--- config.mk ---
export PLATFORM = sky130hd
export DESIGN_NAME = bmp_stream_pixel_reader
export DESIGN_NICKNAME = d
export VERILOG_FILES = /design/src/rtl/bsr_pkg.sv /design/src/rtl/bsr_parser.sv /design/src/rtl/bmp_stream_pixel_reader.sv
export VERILOG_INCLUDE_DIRS = /design/src /design/src/rtl
export SDC_FILE = /design/constraint.sdc
export NUM_CORES = 1
export LEC_CHECK = 0
export BUFFER_PORTS_ARGS = -buffer_cell sky130_fd_sc_hd__buf_2
export CAP_MARGIN = 20
export CORE_AREA = 2 2 185 187
export CTS_CLUSTER_SIZE = 12
export DETAILED_ROUTE_END_ITERATION = 16
export DIE_AREA = 0 0 187 189
export GPL_TIMING_DRIVEN = 0
export PLACE_DENSITY = 0.79
export SYNTH_ARGS = -nofsm -noshare
export SYNTH_HDL_FRONTEND = slang
export SYNTH_HIERARCHICAL = 1
export SYNTH_SLANG_ARGS = --single-unit
--- constraint.sdc ---
create_clock -name clock -period 5.9 [get_ports clock]
set_input_delay 0.59 -clock clock [delete_from_list [all_inputs] [get_ports clock]]
set_output_delay 0.59 -clock clock [all_outputs]
set_load 0.005 [all_outputs]
--- src/rtl/bmp_stream_pixel_reader_assert.svh ---
// Assertion macros for the BMP stream pixel reader.
// Included by the top level; checks compile out under SYNTHESIS.
`ifndef BMP_STREAM_PIXEL_READER_ASSERT_SVH
`define BMP_STREAM_PIXEL_READER_ASSERT_SVH
`ifndef SYNTHESIS
`define BSR_ASSERT_ALWAYS(label, clk, rst, expr) \
   label: assert property (@(posedge clk) disable iff (rst) (expr)) \
      else $error("bsr assertion failed");
`define BSR_ASSERT_IMPLY(label, clk, rst, ante, cons) \
   label: assert property (@(posedge clk) disable iff (rst) (ante) |-> (cons)) \
      else $error("bsr assertion failed");
`else
`define BSR_ASSERT_ALWAYS(label, clk, rst, expr)
`define BSR_ASSERT_IMPLY(label, clk, rst, ante, cons)
`endif
`endif

--- src/rtl/bsr_pkg.sv ---
// Shared types and constants for the BMP stream pixel reader.
// No dependencies.
package bsr_pkg;

   localparam int DIM_BITS_DEFAULT = 12;

   localparam int CSR_ADDR_BITS = 2;
   localparam int CSR_DATA_BITS = 32;
   localparam logic [CSR_ADDR_BITS-1:0] CSR_PAD_ADDR = 2'd0;

   localparam logic [7:0] MAGIC_B  = 8'h42;
   localparam logic [7:0] MAGIC_M  = 8'h4D;
   localparam logic [15:0] DEPTH_RGB24 = 16'd24;

   localparam logic [5:0] OFF_MAGIC_LOW  = 6'd0;
   localparam logic [5:0] OFF_MAGIC_HIGH = 6'd1;
   localparam logic [5:0] OFF_WIDTH_LO   = 6'd18;
   localparam logic [5:0] OFF_WIDTH_HI   = 6'd21;
   localparam logic [5:0] OFF_HEIGHT_LO  = 6'd22;
   localparam logic [5:0] OFF_HEIGHT_HI  = 6'd25;
   localparam logic [5:0] OFF_DEPTH_LO   = 6'd28;
   localparam logic [5:0] OFF_DEPTH_HI   = 6'd29;
   localparam logic [5:0] OFF_HEADER_END = 6'd53;

   typedef enum logic [2:0] {
      KIND_PIXEL     = 3'd0,
      KIND_HEADER    = 3'd1,
      KIND_BAD_MAGIC = 3'd2,
      KIND_BAD_DEPTH = 3'd3,
      KIND_TOO_LARGE = 3'd4
   } kind_type;

   typedef struct packed {
      logic [7:0] data_byte;
      logic       first_byte;
   } req_type;

   typedef struct packed {
      kind_type    kind;
      logic [23:0] address;
      logic [7:0]  red;
      logic [7:0]  green;
      logic [7:0]  blue;
      logic [12:0] stored_rows;
      logic [12:0] stored_cols;
      logic        image_last;
   } rsp_type;

endpackage

--- src/rtl/bsr_parser.sv ---
// Header parser and pixel sequencer of the BMP stream pixel reader.
// One request per step; depends on bsr_pkg.
module bsr_parser #(
   parameter int DIM_BITS = bsr_pkg::DIM_BITS_DEFAULT
) (
   input  logic             clock,
   input  logic             reset,
   input  logic             step,
   input  bsr_pkg::req_type item,
   input  logic             pad_mode,
   output logic             res_valid,
   output bsr_pkg::rsp_type res
);

   localparam int DW = DIM_BITS + 1;
   localparam logic [31:0] DIM_LIMIT = 32'(1) << DIM_BITS;

   typedef enum logic [2:0] {
      PH_WAIT, PH_HEADER, PH_PIXELS, PH_DONE, PH_ERROR
   } phase_type;

   phase_type   phase_ff, phase_in;
   logic [5:0]  offset_ff, offset_in;
   logic [7:0]  magic_low_ff, magic_low_in;
   logic [31:0] raw_w_ff, raw_w_in;
   logic [31:0] raw_h_ff, raw_h_in;
   logic [7:0]  depth_low_ff, depth_low_in;
   logic [DW-1:0] store_w_ff, store_w_in;
   logic [DW-1:0] store_h_ff, store_h_in;
   logic [DW-1:0] row_ff, row_in;
   logic [DW-1:0] col_ff, col_in;
   logic [1:0]  triple_ff, triple_in;
   logic [1:0]  pad_left_ff, pad_left_in;
   logic [7:0]  blue_ff, blue_in;
   logic [7:0]  green_ff, green_in;
   logic [23:0] addr_ff, addr_in;
   logic [23:0] row_base_ff, row_base_in;

   phase_type   phase_cur;
   logic [5:0]  off;
   logic [1:0]  lane;
   logic [7:0]  b;
   logic [DW-1:0] col_next;
   logic [DW-1:0] row_next;
   logic [23:0] base_next;
   logic        empty;

   function automatic logic [DW-1:0] round_pow2(input logic [DW-1:0] n);
      logic [DW-1:0] m;
      m = n - DW'(1);
      for (int s = 1; s <= DIM_BITS; s = s * 2) begin
         m = m | (m >> s);
      end
      if (n == '0) begin
         return DW'(1);
      end
      return m + DW'(1);
   endfunction

   always_comb begin
      b         = item.data_byte;
      phase_cur = item.first_byte ? PH_HEADER : phase_ff;
      off       = item.first_byte ? bsr_pkg::OFF_MAGIC_LOW : offset_ff;
      lane      = off[1:0] - 2'd2;
      col_next  = col_ff + DW'(1);
      row_next  = row_ff + DW'(1);
      base_next = row_base_ff + 24'(store_w_ff);
      empty     = 1'b0;

      phase_in     = phase_cur;
      offset_in    = offset_ff;
      magic_low_in = magic_low_ff;
      raw_w_in     = item.first_byte ? '0 : raw_w_ff;
      raw_h_in     = item.first_byte ? '0 : raw_h_ff;
      depth_low_in = item.first_byte ? '0 : depth_low_ff;
      store_w_in   = store_w_ff;
      store_h_in   = store_h_ff;
      row_in       = row_ff;
      col_in       = col_ff;
      triple_in    = triple_ff;
      pad_left_in  = pad_left_ff;
      blue_in      = blue_ff;
      green_in     = green_ff;
      addr_in      = addr_ff;
      row_base_in  = row_base_ff;

      res_valid = 1'b0;
      res       = '0;

      unique case (phase_cur)
         PH_HEADER: begin
            offset_in = off + 6'd1;
            if (off == bsr_pkg::OFF_MAGIC_LOW) begin
               magic_low_in = b;
            end else if (off == bsr_pkg::OFF_MAGIC_HIGH) begin
               if (magic_low_ff != bsr_pkg::MAGIC_B || b != bsr_pkg::MAGIC_M) begin
                  phase_in  = PH_ERROR;
                  res_valid = 1'b1;
                  res.kind  = bsr_pkg::KIND_BAD_MAGIC;
               end
            end else begin
               if (off >= bsr_pkg::OFF_WIDTH_LO && off <= bsr_pkg::OFF_WIDTH_HI) begin
                  raw_w_in[{lane, 3'b000} +: 8] = b;
               end else if (off >= bsr_pkg::OFF_HEIGHT_LO &&
                            off <= bsr_pkg::OFF_HEIGHT_HI) begin
                  raw_h_in[{lane, 3'b000} +: 8] = b;
               end else if (off == bsr_pkg::OFF_DEPTH_LO) begin
                  depth_low_in = b;
               end
               if (off == bsr_pkg::OFF_DEPTH_HI) begin
                  if ({b, depth_low_ff} != bsr_pkg::DEPTH_RGB24) begin
                     phase_in  = PH_ERROR;
                     res_valid = 1'b1;
                     res.kind  = bsr_pkg::KIND_BAD_DEPTH;
                  end else if (raw_w_ff > DIM_LIMIT || raw_h_ff > DIM_LIMIT) begin
                     phase_in  = PH_ERROR;
                     res_valid = 1'b1;
                     res.kind  = bsr_pkg::KIND_TOO_LARGE;
                  end
               end
               if (off == bsr_pkg::OFF_HEADER_END) begin
                  empty       = (raw_w_ff == '0) || (raw_h_ff == '0);
                  store_w_in  = pad_mode ? round_pow2(raw_w_ff[DW-1:0]) : raw_w_ff[DW-1:0];
                  store_h_in  = pad_mode ? round_pow2(raw_h_ff[DW-1:0]) : raw_h_ff[DW-1:0];
                  row_in      = '0;
                  col_in      = '0;
                  triple_in   = 2'd0;
                  pad_left_in = 2'd0;
                  addr_in     = '0;
                  row_base_in = '0;
                  phase_in    = empty ? PH_DONE : PH_PIXELS;
                  res_valid       = 1'b1;
                  res.kind        = bsr_pkg::KIND_HEADER;
                  res.stored_rows = 13'(store_h_in);
                  res.stored_cols = 13'(store_w_in);
                  res.image_last  = empty;
               end
            end
         end
         PH_PIXELS: begin
            if (pad_left_ff != 2'd0) begin
               pad_left_in = pad_left_ff - 2'd1;
            end else if (triple_ff == 2'd0) begin
               blue_in   = b;
               triple_in = 2'd1;
            end else if (triple_ff == 2'd1) begin
               green_in  = b;
               triple_in = 2'd2;
            end else begin
               triple_in       = 2'd0;
               res_valid       = 1'b1;
               res.kind        = bsr_pkg::KIND_PIXEL;
               res.address     = addr_ff;
               res.red         = b;
               res.green       = green_ff;
               res.blue        = blue_ff;
               res.stored_rows = 13'(store_h_ff);
               res.stored_cols = 13'(store_w_ff);
               if (col_next >= raw_w_ff[DW-1:0]) begin
                  col_in      = '0;
                  row_in      = row_next;
                  pad_left_in = raw_w_ff[1:0];
                  row_base_in = base_next;
                  addr_in     = base_next;
                  if (row_next >= raw_h_ff[DW-1:0]) begin
                     res.image_last = 1'b1;
                     phase_in       = PH_DONE;
                  end
               end else begin
                  col_in  = col_next;
                  addr_in = addr_ff + 24'd1;
               end
            end
         end
         default: begin
         end
      endcase
   end

   always_ff @(posedge clock) begin
      if (reset) begin
         phase_ff     <= PH_WAIT;
         offset_ff    <= '0;
         magic_low_ff <= '0;
         raw_w_ff     <= '0;
         raw_h_ff     <= '0;
         depth_low_ff <= '0;
         store_w_ff   <= '0;
         store_h_ff   <= '0;
         row_ff       <= '0;
         col_ff       <= '0;
         triple_ff    <= '0;
         pad_left_ff  <= '0;
         blue_ff      <= '0;
         green_ff     <= '0;
         addr_ff      <= '0;
         row_base_ff  <= '0;
      end else if (step) begin
         phase_ff     <= phase_in;
         offset_ff    <= offset_in;
         magic_low_ff <= magic_low_in;
         raw_w_ff     <= raw_w_in;
         raw_h_ff     <= raw_h_in;
         depth_low_ff <= depth_low_in;
         store_w_ff   <= store_w_in;
         store_h_ff   <= store_h_in;
         row_ff       <= row_in;
         col_ff       <= col_in;
         triple_ff    <= triple_in;
         pad_left_ff  <= pad_left_in;
         blue_ff      <= blue_in;
         green_ff     <= green_in;
         addr_ff      <= addr_in;
         row_base_ff  <= row_base_in;
      end
   end

endmodule

--- src/rtl/bmp_stream_pixel_reader.sv ---
// A request is registered, then its result, if any, is queued and offered on rsp_valid.
// One request per cycle when req_stall is low; a two-entry queue absorbs output stalls.
// req_stall rises only when the input register holds a request and the queue is full.
// Reset (synchronous, active high) clears the parser, queue and mode register.
// Depends on bsr_pkg, bsr_parser and bmp_stream_pixel_reader_assert.svh.
`include "bmp_stream_pixel_reader_assert.svh"
module bmp_stream_pixel_reader #(
   parameter int DIM_BITS = bsr_pkg::DIM_BITS_DEFAULT
) (
   input  logic                               clock,
   input  logic                               reset,
   input  logic                               req_valid,
   output logic                               req_stall,
   input  bsr_pkg::req_type                   req_payload,
   output logic                               rsp_valid,
   input  logic                               rsp_stall,
   output bsr_pkg::rsp_type                   rsp_payload,
   input  logic                               psel,
   input  logic                               penable,
   input  logic                               pwrite,
   input  logic [bsr_pkg::CSR_ADDR_BITS-1:0]  paddr,
   input  logic [bsr_pkg::CSR_DATA_BITS-1:0]  pwdata,
   output logic [bsr_pkg::CSR_DATA_BITS-1:0]  prdata,
   output logic                               pready
);

   logic             pad_ff;
   logic             in_valid_ff;
   bsr_pkg::req_type in_item_ff;
   bsr_pkg::rsp_type queue_ff [2];
   logic             wr_ptr_ff;
   logic             rd_ptr_ff;
   logic [1:0]       count_ff;
   logic             queue_full;
   logic             load;
   logic             move;
   logic             pop;
   logic             res_valid;
   bsr_pkg::rsp_type res;

   assign pready = 1'b1;
   assign prdata = (paddr == bsr_pkg::CSR_PAD_ADDR) ? bsr_pkg::CSR_DATA_BITS'(pad_ff) : '0;

   always_ff @(posedge clock) begin
      if (reset) begin
         pad_ff <= 1'b0;
      end else if (psel && penable && pwrite && pready && paddr == bsr_pkg::CSR_PAD_ADDR) begin
         pad_ff <= pwdata[0];
      end
   end

   assign queue_full = (count_ff == 2'd2);
   assign req_stall  = in_valid_ff && queue_full;
   assign load       = req_valid && !req_stall;
   assign move       = in_valid_ff && !queue_full;
   assign pop        = rsp_valid && !rsp_stall;
   assign rsp_valid  = (count_ff != 2'd0);
   assign rsp_payload = queue_ff[rd_ptr_ff];

   always_ff @(posedge clock) begin
      if (reset) begin
         in_valid_ff <= 1'b0;
      end else if (load) begin
         in_valid_ff <= 1'b1;
      end else if (move) begin
         in_valid_ff <= 1'b0;
      end
   end

   always_ff @(posedge clock) begin
      if (load) begin
         in_item_ff <= req_payload;
      end
   end

   bsr_parser #(
      .DIM_BITS (DIM_BITS)
   ) u_parser (
      .clock     (clock),
      .reset     (reset),
      .step      (move),
      .item      (in_item_ff),
      .pad_mode  (pad_ff),
      .res_valid (res_valid),
      .res       (res)
   );

   always_ff @(posedge clock) begin
      if (move && res_valid) begin
         queue_ff[wr_ptr_ff] <= res;
      end
   end

   always_ff @(posedge clock) begin
      if (reset) begin
         wr_ptr_ff <= 1'b0;
         rd_ptr_ff <= 1'b0;
         count_ff  <= 2'd0;
      end else begin
         if (move && res_valid) begin
            wr_ptr_ff <= !wr_ptr_ff;
         end
         if (pop) begin
            rd_ptr_ff <= !rd_ptr_ff;
         end
         count_ff <= count_ff + 2'(move && res_valid) - 2'(pop);
      end
   end

   `BSR_ASSERT_ALWAYS(a_count_bound, clock, reset, count_ff <= 2'd2)
   `BSR_ASSERT_IMPLY(a_push_has_room, clock, reset, move && res_valid, !queue_full)
   `BSR_ASSERT_IMPLY(a_stall_needs_item, clock, reset, req_stall, in_valid_ff && queue_full)

endmodule
==> flow_summary.ini, run 1 <==
[setup_path]
critPathMaxFanout = 10
arrival_ps = 5210
path_buf_inv = 6
reg2reg_depth = 14
critPathTopFamily = buffers and inverters
cpMostUsedCell = clkbuf_1
cp_num_cells = 14
crit_path_end_kind = register
cp_cell_sequence = buf_2 -> buf_1 -> clkbuf_1 -> nand2b_1 -> ha_1 -> clkbuf_1 -> o22ai_1 -> nand2_1 -> a211o_1 -> buf_2 -> nand2_1 -> clkbuf_1 -> o21ai_0 -> a21o_1
crit_type = register to register
cpMaxStageDelayCell = clkbuf_1
required_ps = 6340
cp-start-kind = register
slowest_delay_ps = 490

[power_and_ir_drop]
peakVddDrop_uv = 274
swShare_pct = 22.2
pwr-share-comb_pct = 3.4
seqPwrFrac_pct = 52.0
clockPowerShare_pct = 44.6
cellPowerDensity_mw_per_mm2 = 238
p_total_w = 0.00528
p_leak_nw = 8.48
intPower_w = 0.00411
p_switching_w = 0.00117

[grt]
grt_pass1_vias = 16000
grt_max_degree = 63
grt_pass1_wl_mm = 90.5
grt.total_usage_pct = 32.6
grt_overflow_total = 0
antenna_found_initial = 1

[clock_network]
clk_path_buf_depth = 3
cts_tree = built
clk_pin_slew_ps = 60
post_cts_buffers = 0
htree_num_levels = 2
clk_root_buffer_cell = clkbuf_16
clock_latency_ps = 550
clock-sinks = 381
cts_hold_buf = 0
cts_resized = 0
cts_buffers = 40

[logic_synthesis]
yosys_warnings = 6
synth_edf_count = 165
synth_cell_types = 106
yosysSeqAreaShare_pct = 47.0
netlist_area_mm2 = 0.0197
syn_avg_cell_area_um2 = 9.97
synth-async-reset-ratio_pct = 0
syn_inst = 1979
synth_flop_cell = dfxtp_1
synth-seq-cells = 381

[sta]
worst_clock_skew_ps = 16.8
max_freq_ghz = 0.210
post-route-period-util_pct = 80.8
rsz0062_at_grt = no
hold_slack_ps = 217
hold_viol_final = 0
maxSlewHeadroom_pct = 26.1
drv_slew = 0
tightestPinTransition_ps = 1110
finalCriticalPeriod_ps = 4770
setup_violations = 0

[die]
row_count = 67
die_x_um = 187
design.die.area_mm2 = 0.0353
core_area_mm2 = 0.0333
fp.dieH_um = 189
pin_count = 163
initial_utilization_pct = 59.3

[layout]
fin_area_mm2 = 0.0222
utilization_pct = 66.7
nets = 2257
nFillCells = 2649
layout-drive-gt1-share_pct = 16.3
syn2layout_area_growth_pct = 12.4

[hold_path]
min_path_cells = 1
min_path_type = input pin to register

[place]
placedInstanceArea_mm2 = 0.0210
gp_congestion = 0.983
io_buffers = 99
dp_hpwl_mm = 42.0

[routing]
drt_first_pass_iters = 6
post-route-drc-count = 0
viasPerCell = 6.42
drtAntennaViolNets = 0
wl_per_cell_um = 22.4
drtIter0Drc = 2118
vias = 16900
drt_wl_total_mm = 58.9

[run_status]
status = completed

[job]
cap_violations = 0
-- per-stage QoR --
| stage | worst slack, ps | std cells | setup TNS, ps |
|---|---|---|---|
| 2_1_floorplan | 1080 | 2009 | 0 |
| 3_3_place_gp | -726 | 2556 | -89590 |
| 3_5_place_dp | 1340 | 2558 | 0 |
| 4_1_cts | 1330 | 2631 | 0 |
| 5_1_grt | 967 | 2631 | 0 |
| 6_report | 1130 | 2632 | 0 |
-- cell usage in the layout (no fill, tap or decap), types with 14 or more instances in the layout --
cell         n
a31oi_1     22
o21ai_1     20
nand2b_1    19
and3_1      24
xor2_1      21
a211oi_1    22
nand3_1     66
buf_4       36
inv_1       53
xnor2_1     29
nand2_1    129
edfxtp_1   165
mux2_2      60
nor3_1      33
a21oi_1    107
and2_1      58
nand4_1     25
a22oi_1     33
or3_1       14
a22o_1      30
clkbuf_1    94
clkbuf_16   41
conb_1      32
dfxtp_1    216
o21ai_0     90
buf_2      125
nor2_1     177
a21o_1      34
mux2_4      20
a32oi_1     39
mux2i_1     37
nor4_1      30
ha_1        54
-- area by class of cell --
class | instances | area [µm²] | area share (%)
tap | 448 | 561 | 2.53
buffer | 154 | 821 | 3.70
inverter | 55 | 209 | 0.942
clock buffer | 63 | 1130 | 5.09
multi-input combinational | 1419 | 9550 | 43.0
clock inverter | 10 | 90.1 | 0.406
timing repair buffer | 101 | 551 | 2.48
sequential | 381 | 9280 | 41.8
antenna | 1 | 2.50 | 0.0113
-- layer usage --
metal	GRT usage (%)	wire (µm)	up-vias
met4	14.8	2730	0
met5	0	0	-
met2	49.7	25600	976
li1	-	-	7667
met1	44.9	24200	8087
met3	6.97	6350	169
-- cell usage after synthesis (34+ instances only) --
| library cell | n | share of area (%) |
|---|---|---|
| o21ai_0 | 90 | 2.3 |
| nor2_1 | 177 | 3.4 |
| inv_1 | 54 | 1.0 |
| and2_1 | 59 | 1.9 |
| dfxtp_1 | 216 | 22 |
| mux2i_1 | 37 | 1.9 |
| clkbuf_1 | 74 | 1.4 |
| a32oi_1 | 39 | 1.7 |
| a21oi_1 | 107 | 2.7 |
| ha_1 | 54 | 3.4 |
| edfxtp_1 | 165 | 25 |
| nand3_1 | 66 | 1.7 |
| nand2_1 | 129 | 2.5 |
| buf_4 | 36 | 1.4 |
| mux2_2 | 60 | 3.4 |
| a21o_1 | 34 | 1.3 |
-- worst paths after layout --
path | from | endpoint | slack [ps]
setup / recovery | in_item_ff[0]$_DFFE_PP_ | u_parser/col_ff[6]$_SDFFE_PP0P_ | 1130
hold / removal | req_payload[8] | in_item_ff[8]$_DFFE_PP_ | 220
setup reg to reg | in_item_ff[0]$_DFFE_PP_ | u_parser/col_ff[6]$_SDFFE_PP0P_ | 1130
hold reg to reg | u_parser/raw_h_ff[27]$_SDFFE_PP0P_ | u_parser/raw_h_ff[27]$_SDFFE_PP0P_ | 450
-- flip-flops by register name (all words and copies together), names as in the netlist, 3 cells and up, named ones only --
signal	count
u_parser/raw_h_ff	32
u_parser/offset_ff	6
u_parser/magic_low_ff	8
u_parser/raw_w_ff	32
u_parser/addr_ff	24
in_item_ff	9
u_parser/row_ff	13
u_parser/green_ff	8
u_parser/row_base_ff	24
u_parser/phase_ff	3
u_parser/col_ff	13
u_parser/blue_ff	8
u_parser/store_w_ff	13
queue_ff	156
u_parser/store_h_ff	13
u_parser/depth_low_ff	8
-- cell families (layout without fill, tap and decap cells) --
family                     count (synthesis)  after routing  synth area share (%)
AOI/OAI and AO/OA                        509            509                  17.9
buffers and inverters                    209            383                  5.20
muxes                                    118            118                  6.88
other                                      2             33                0.0380
adders and majority gates                 55             55                  3.52
xor gates and xnor gates                  50             50                  2.22
DFF                                      381            381                  47.0
and+or+nand+nor                          655            655                  17.2
-- power groups by stage --
stage / Clock (W) / Combinational (W) / Sequential, W
after floorplan: 0 / 0.000106 / 0.00280
after global placement: 0 / 0.000169 / 0.00280
after detailed placement: 0 / 0.000170 / 0.00280
after CTS: 0.00238 / 0.000171 / 0.00275
after global routing: 0.00249 / 0.000187 / 0.00275
final: 0.00236 / 0.000178 / 0.00275
Note: power is estimated with default switching activity, not from simulation.
==> run 2: changes to the inputs <==
--- a/config.mk
+++ b/config.mk
@@ -6,14 +6,15 @@
 export SDC_FILE = /design/constraint.sdc
 export NUM_CORES = 1
 export LEC_CHECK = 0
+export ABC_AREA = 1
 export BUFFER_PORTS_ARGS = -buffer_cell sky130_fd_sc_hd__buf_2
 export CAP_MARGIN = 20
-export CORE_AREA = 2 2 185 187
+export CORE_AREA = 2 2 196 198
 export CTS_CLUSTER_SIZE = 12
 export DETAILED_ROUTE_END_ITERATION = 16
-export DIE_AREA = 0 0 187 189
+export DIE_AREA = 0 0 198 200
 export GPL_TIMING_DRIVEN = 0
-export PLACE_DENSITY = 0.79
+export PLACE_DENSITY = 0.77
 export SYNTH_ARGS = -nofsm -noshare
 export SYNTH_HDL_FRONTEND = slang
 export SYNTH_HIERARCHICAL = 1
==> constraint.sdc (replaced) <==
create_clock -name clock -period 4.27 [get_ports clock]
set_input_delay 0.427 -clock clock [delete_from_list [all_inputs] [get_ports clock]]
set_output_delay 0.427 -clock clock [all_outputs]
set_load 0.005 [all_outputs]
==> run 2 against run 1 <==
Power rose by 70%. Clock skew rose by 9.2 ps. Synthesized area rose by 3.5%. Sequential share of layout area fell by 1.9 points. Highest routed layer unchanged.
==> flow_summary.ini, run 2 <==
[sta]
hold_viol_final = 0
setup-tns-final_ps = 0
rsz0062_at_grt = no
worst_clock_skew_ps = 26.0
tightestPinTransition_ps = 1190
drv_slew = 0
maxSlewHeadroom_pct = 21.0
setup_violations = 0
max_freq_ghz = 0.246
post-route-period-util_pct = 95.2
finalCriticalPeriod_ps = 4070
hold_slack_ps = 48.0
setup_ws_ps = 203

[clock_network]
clk_pin_slew_ps = 60
htree_num_levels = 2
clock-sinks = 381
clk_root_buffer_cell = clkbuf_16
cts_hold_buf = 0
cts_buffers = 41
cts_tree = built
clk_path_buf_depth = 3
clock_latency_ps = 570

[logic_synthesis]
yosysSeqAreaShare_pct = 45.4
syn_inst = 2536
synth_edf_count = 165
netlist_area_mm2 = 0.0204
yosysMostFrequentCell = nand2_1
yosys.area.top_type = edfxtp_1
synth_top_area_share_pct = 24.2
synthTopCellsByArea = edfxtp_1 (24%), dfxtp_1 (21%), nand2_1 (8.7%)
synth-seq-cells = 381
synth_cell_types = 52
synth-async-reset-ratio_pct = 0
yosys_warnings = 6
synth_flop_cell = dfxtp_1
synth_common_cells = nand2_1 (475), inv_1 (276), nor2_1 (237)
syn_avg_cell_area_um2 = 8.06

[grt]
grt_pass1_vias = 17500
grt.total_usage_pct = 31.5
antenna_found_initial = 0
grt_max_degree = 42
grt_pass1_wl_mm = 96.5
grt_overflow_total = 0

[setup_path]
cp_cell_sequence = ha_1 -> nand3_1 -> nor3b_2 -> nand3_1 -> inv_1 -> nand4_1 -> xor2_1 -> inv_1 -> ha_1 -> a21oi_1 -> o21ai_0 -> a21oi_1 -> nand3_1 -> inv_1 -> clkbuf_1 -> nand3b_1 -> nand3_1 -> a21oi_1
arrival_ps = 4450
slowest_delay_ps = 500
required_ps = 4650
cpMaxStageDelayCell = clkbuf_1
crit_path_end_kind = register
cp-start-kind = register
critPathMaxFanout = 10
cpMostUsedCell = nand3_1
crit_type = register to register

[layout]
antenna_cells = 0
nFillCells = 3165
largest_reg_flops = 156
fin_area_mm2 = 0.0232
regMostFlops = queue_ff
largest_registers = queue_ff (156), u_parser/raw_h_ff (32), u_parser/raw_w_ff (32)
most-common-layout-cells = nand2_1 (474), inv_1 (275), nor2_1 (235)
utilization_pct = 62.1
final_common_cell = nand2_1
syn2layout_area_growth_pct = 13.7
nets = 2825
layout-drive-gt1-share_pct = 12.9

[die]
die_x_um = 198
row_count = 71
fp.dieH_um = 200
pin_count = 163
initial_utilization_pct = 54.7
design.die.area_mm2 = 0.0396
core_area_mm2 = 0.0374

[power_and_ir_drop]
p_leak_nw = 9.04
peakVddDrop_uv = 280
cellPowerDensity_mw_per_mm2 = 387

[hold_path]
min_path_type = input pin to register

[place]
io_buffers = 99
placedInstanceArea_mm2 = 0.0218
gp_congestion = 1.02
post-place-ws_ps = -692
dp_hpwl_mm = 46.3

[run_status]
status = completed

[routing]
drt_first_pass_iters = 6
vias = 18700
drt_wl_total_mm = 62.7
viasPerCell = 5.74
drtIter0Drc = 2289
post-route-drc-count = 0
wl_per_cell_um = 19.2
drtAntennaViolNets = 0

[job]
cap_violations = 0
-- run 2: timing repair --
item / 4_1_cts / 5_1_grt
resized for setup: 8 / 10
buffers inserted: 5 / 2
gates cloned: 2 / 0
hold endpoints to repair: 0 / 0
pin swaps: 1 / 1
endpoints found under the setup margin: 159 / 222
-- run 2: cell families after synthesis --
family	count (synthesis)	share of synthesized area (%)
AND/OR/NAND/NOR	980	20.5
other	2	0.0367
adder cells (fa/ha/maj)	55	3.40
buffers and inverters	431	8.75
flip-flops	381	45.4
XOR/XNOR	61	2.61
multiplexers	78	4.66
AO/OA/AOI/OAI	548	14.6
-- run 2: power breakdown --
group	internal [W]	total, W	leakage [nW]	switching [W]
clock	0.00218	0.00364	0.670	0.00145
combinational	0.000458	0.00143	5.27	0.000974
sequential	0.00385	0.00393	3.10	0.0000821
total	0.00649	0.00900	9.04	0.00251
-- run 2: worst paths after layout --
check / from / endpoint / slack, ps / cells after the start
hold reg to reg: u_parser/green_ff[5]$_SDFFE_PP0P_ / u_parser/green_ff[5]$_SDFFE_PP0P_ / 450 / 2
setup reg to reg: u_parser/col_ff[0]$_SDFFE_PP0P_ / u_parser/addr_ff[15]$_SDFFE_PP0P_ / 200 / 18
hold / removal: req_payload[3] / in_item_ff[3]$_DFFE_PP_ / 50 / 1
setup / recovery: u_parser/col_ff[0]$_SDFFE_PP0P_ / u_parser/addr_ff[15]$_SDFFE_PP0P_ / 200 / 18
-- run 2: per-stage QoR --
stage	std cells	power, W
after floorplan	2566	0.00493
after global placement	3176	0.00536
after detailed placement	3179	0.00538
after CTS	3260	0.00899
after global routing	3262	0.00930
final	3262	0.00900
-- run 2: critical path, delay by kind of cell, from the launching register on --
kind,cells,cell delay [ps]
AND/OR/NAND/NOR,7,1410
buffers and inverters,4,880
adder cells (fa/ha/maj),2,530
AO/OA/AOI/OAI,4,500
flip-flops,1,440
XOR/XNOR,1,140
-- run 2: routing by layer --
layer / vias to the layer above / wire length, µm / GRT usage, %
met3: 143 / 6040 / 6.03
met1: 8755 / 26700 / 42.8
met2: 953 / 27700 / 50.1
met5: - / 0 / 0
met4: 0 / 2270 / 12.4
li1: 8873 / - / -
-- run 2: final cells by class --
cell class	count	area (µm²)	area share, %
Buffer	143	716	3.08
Clock buffer	63	1200	5.17
Clock inverter	11	166	0.716
Inverter	288	1090	4.68
Multi-Input combinational cell	1755	9530	41.0
Sequential cell	381	9280	39.9
Tap cell	511	639	2.75
Timing Repair Buffer	109	608	2.62
Timing Repair inverter	1	7.51	0.0323
==> run 3: changes to the inputs <==
--- a/config.mk
+++ b/config.mk
@@ -9,12 +9,12 @@
 export ABC_AREA = 1
 export BUFFER_PORTS_ARGS = -buffer_cell sky130_fd_sc_hd__buf_2
 export CAP_MARGIN = 20
-export CORE_AREA = 2 2 196 198
+export CORE_AREA = 2 2 230 232
 export CTS_CLUSTER_SIZE = 12
 export DETAILED_ROUTE_END_ITERATION = 16
-export DIE_AREA = 0 0 198 200
+export DIE_AREA = 0 0 232 234
 export GPL_TIMING_DRIVEN = 0
-export PLACE_DENSITY = 0.77
+export RECOVER_POWER = 50
 export SYNTH_ARGS = -nofsm -noshare
 export SYNTH_HDL_FRONTEND = slang
 export SYNTH_HIERARCHICAL = 1
==> run 3 against run 2 <==
First-iteration DRC count fell by 20%. Fmax is 1.7% lower. Non-clock buffer count rose by 1. Worst hold slack lost 16 ps. Sequential cell count is the same. Critical endpoint is now u_parser/col_ff[10]$_SDFFE_PP0P_.
==> flow_summary.ini, run 3 (synthesis gave the netlist of run 2 again) <==
[clock_network]
clk_pin_slew_ps = 60
cts_tree = built
clock_latency_ps = 590
clock-sinks = 381
clk_root_buffer_cell = clkbuf_16
htree_num_levels = 2
cts_buffers = 42
clk_path_buf_depth = 3

[die]
core_area_mm2 = 0.0520
initial_utilization_pct = 39.3
fp.dieH_um = 234
design.die.area_mm2 = 0.0543
pin_count = 163
die_x_um = 232
row_count = 84

[setup_path]
crit_path_end_kind = register
required_ps = 4740
path_buf_inv = 4
cpMostUsedCell = nand2_1
slowest_delay_ps = 560
timing.rr.start = in_item_ff[0]$_DFFE_PP_
arrival_ps = 4610
cpMaxStageDelayCell = nor3_1
crit_type = register to register
critPathTopFamily = simple AND/OR/NAND/NOR gates
crit_start = in_item_ff[0]$_DFFE_PP_
critPathMaxFanout = 11
cp-start-kind = register
cp_cell_sequence = inv_2 -> clkbuf_4 -> nand2_2 -> inv_4 -> ha_2 -> nand2_1 -> nor3_1 -> o21ai_0 -> nor2_1 -> nand2_1 -> nor2_1 -> buf_2 -> nand2_1 -> a21oi_1

[routing]
viasPerCell = 5.37
post-route-drc-count = 0
wl_per_cell_um = 18.7
drt_wl_total_mm = 64.4
vias = 18500
drt_first_pass_iters = 6
drtIter0Drc = 1833
drtAntennaViolNets = 0

[layout]
largest_reg_flops = 156
antenna_cells = 0
final_common_cell = nand2_1
largest_registers = queue_ff (156), u_parser/raw_h_ff (32), u_parser/raw_w_ff (32)
nFillCells = 5229
regMostFlops = queue_ff
layout-drive-gt1-share_pct = 10.2
nets = 2826
fin_area_mm2 = 0.0233
syn2layout_area_growth_pct = 14.0
utilization_pct = 44.8
most-common-layout-cells = nand2_1 (476), inv_1 (277), nor2_1 (236)

[place]
dp_hpwl_mm = 48.9
io_buffers = 99
gp_congestion = 0.955
post-place-ws_ps = -881
placedInstanceArea_mm2 = 0.0220

[sta]
finalCriticalPeriod_ps = 4140
rsz0062_at_grt = no
hold_viol_final = 0
drv_slew = 0
setup_ws_ps = 133
worst_clock_skew_ps = 44.4
tightestPinTransition_ps = 1220
maxSlewHeadroom_pct = 18.8
post-route-period-util_pct = 96.9
setup_violations = 0
max_freq_ghz = 0.242

[grt]
grt_pass1_vias = 17200
grt_overflow_total = 0
grt_pass1_wl_mm = 98.2
antenna_found_initial = 0
grt.total_usage_pct = 23.4
grt_max_degree = 40

[hold_path]
min_path_type = input pin to register
worstHoldStart = req_payload[1]

[power_and_ir_drop]
peakVddDrop_uv = 255
p_leak_nw = 8.84
cellPowerDensity_mw_per_mm2 = 381
p_total_w = 0.00888

[job]
cap_violations = 0

[run_status]
status = completed
[run 3: changes by cell type in the layout (fill, tap and decap cells not counted), moves of 2 or more]
cell and delta:
buf_2 -26, buf_4 -5, buf_6 -4, bufinv_16 -3
clkbuf_1 +31, clkinv_1 +5, clkinv_2 -4, dlygate4sd3_1 +5
inv_1 +2, mux2_1 +32, mux2_2 -14, mux2_4 -18
nand2_1 +2, nand2_2 -2
[run 3: path summary, 6_finish.rpt]
path | slack, ps | to | cells after the start
worst max-delay path | 130 | u_parser/col_ff[10]$_SDFFE_PP0P_ | 14
worst max register to register | 130 | u_parser/col_ff[10]$_SDFFE_PP0P_ | 14
worst min-delay path | 30 | in_item_ff[1]$_DFFE_PP_ | 1
worst min register to register | 460 | u_parser/magic_low_ff[7]$_SDFFE_PP0P_ | 2
[run 3: layer usage]
layer | up-vias | wire [µm] | GRT usage [%]
met4 | 0 | 1760 | 6.57
met5 | - | 0 | 0
met1 | 8771 | 29500 | 33.2
met2 | 706 | 28500 | 37.0
met3 | 125 | 4630 | 3.54
li1 | 8875 | - | -
[run 3: what timing repair did]
item	CTS	global route
cloned	1	0
hold buffers	3	2
buffers inserted	2	0
pin swaps	1	0
hold endpoints to repair	3	2
resized for setup	10	9
endpoints found under the setup margin	161	181
[run 3: metrics by stage]
stage	hold WS [ps]	cells	setup TNS (ps)
2_1_floorplan	429	2566	0
4_1_cts	1.37	3441	0
5_1_grt	14.5	3443	0
6_report	32.3	3443	0
3_3_place_gp	439	3353	-237870
3_5_place_dp	447	3357	-66710
[run 3: final cells by class]
class | instances | area [µm²] | area share [%]
sequential | 381 | 9280 | 39.8
clock buffer | 65 | 1200 | 5.14
clock inverter | 13 | 130 | 0.558
tap | 688 | 861 | 3.69
timing repair buffer | 110 | 616 | 2.64
buffer | 143 | 679 | 2.91
inverter | 288 | 1090 | 4.66
multi-input combinational | 1755 | 9460 | 40.6
[run 3: report_power, final]
group / total (W) / switching [W] / leakage, nW / internal, W
registers: 0.00393 / 0.0000845 / 3.10 / 0.00385
logic: 0.00140 / 0.000969 / 5.10 / 0.000431
clock network: 0.00354 / 0.00153 / 0.643 / 0.00201
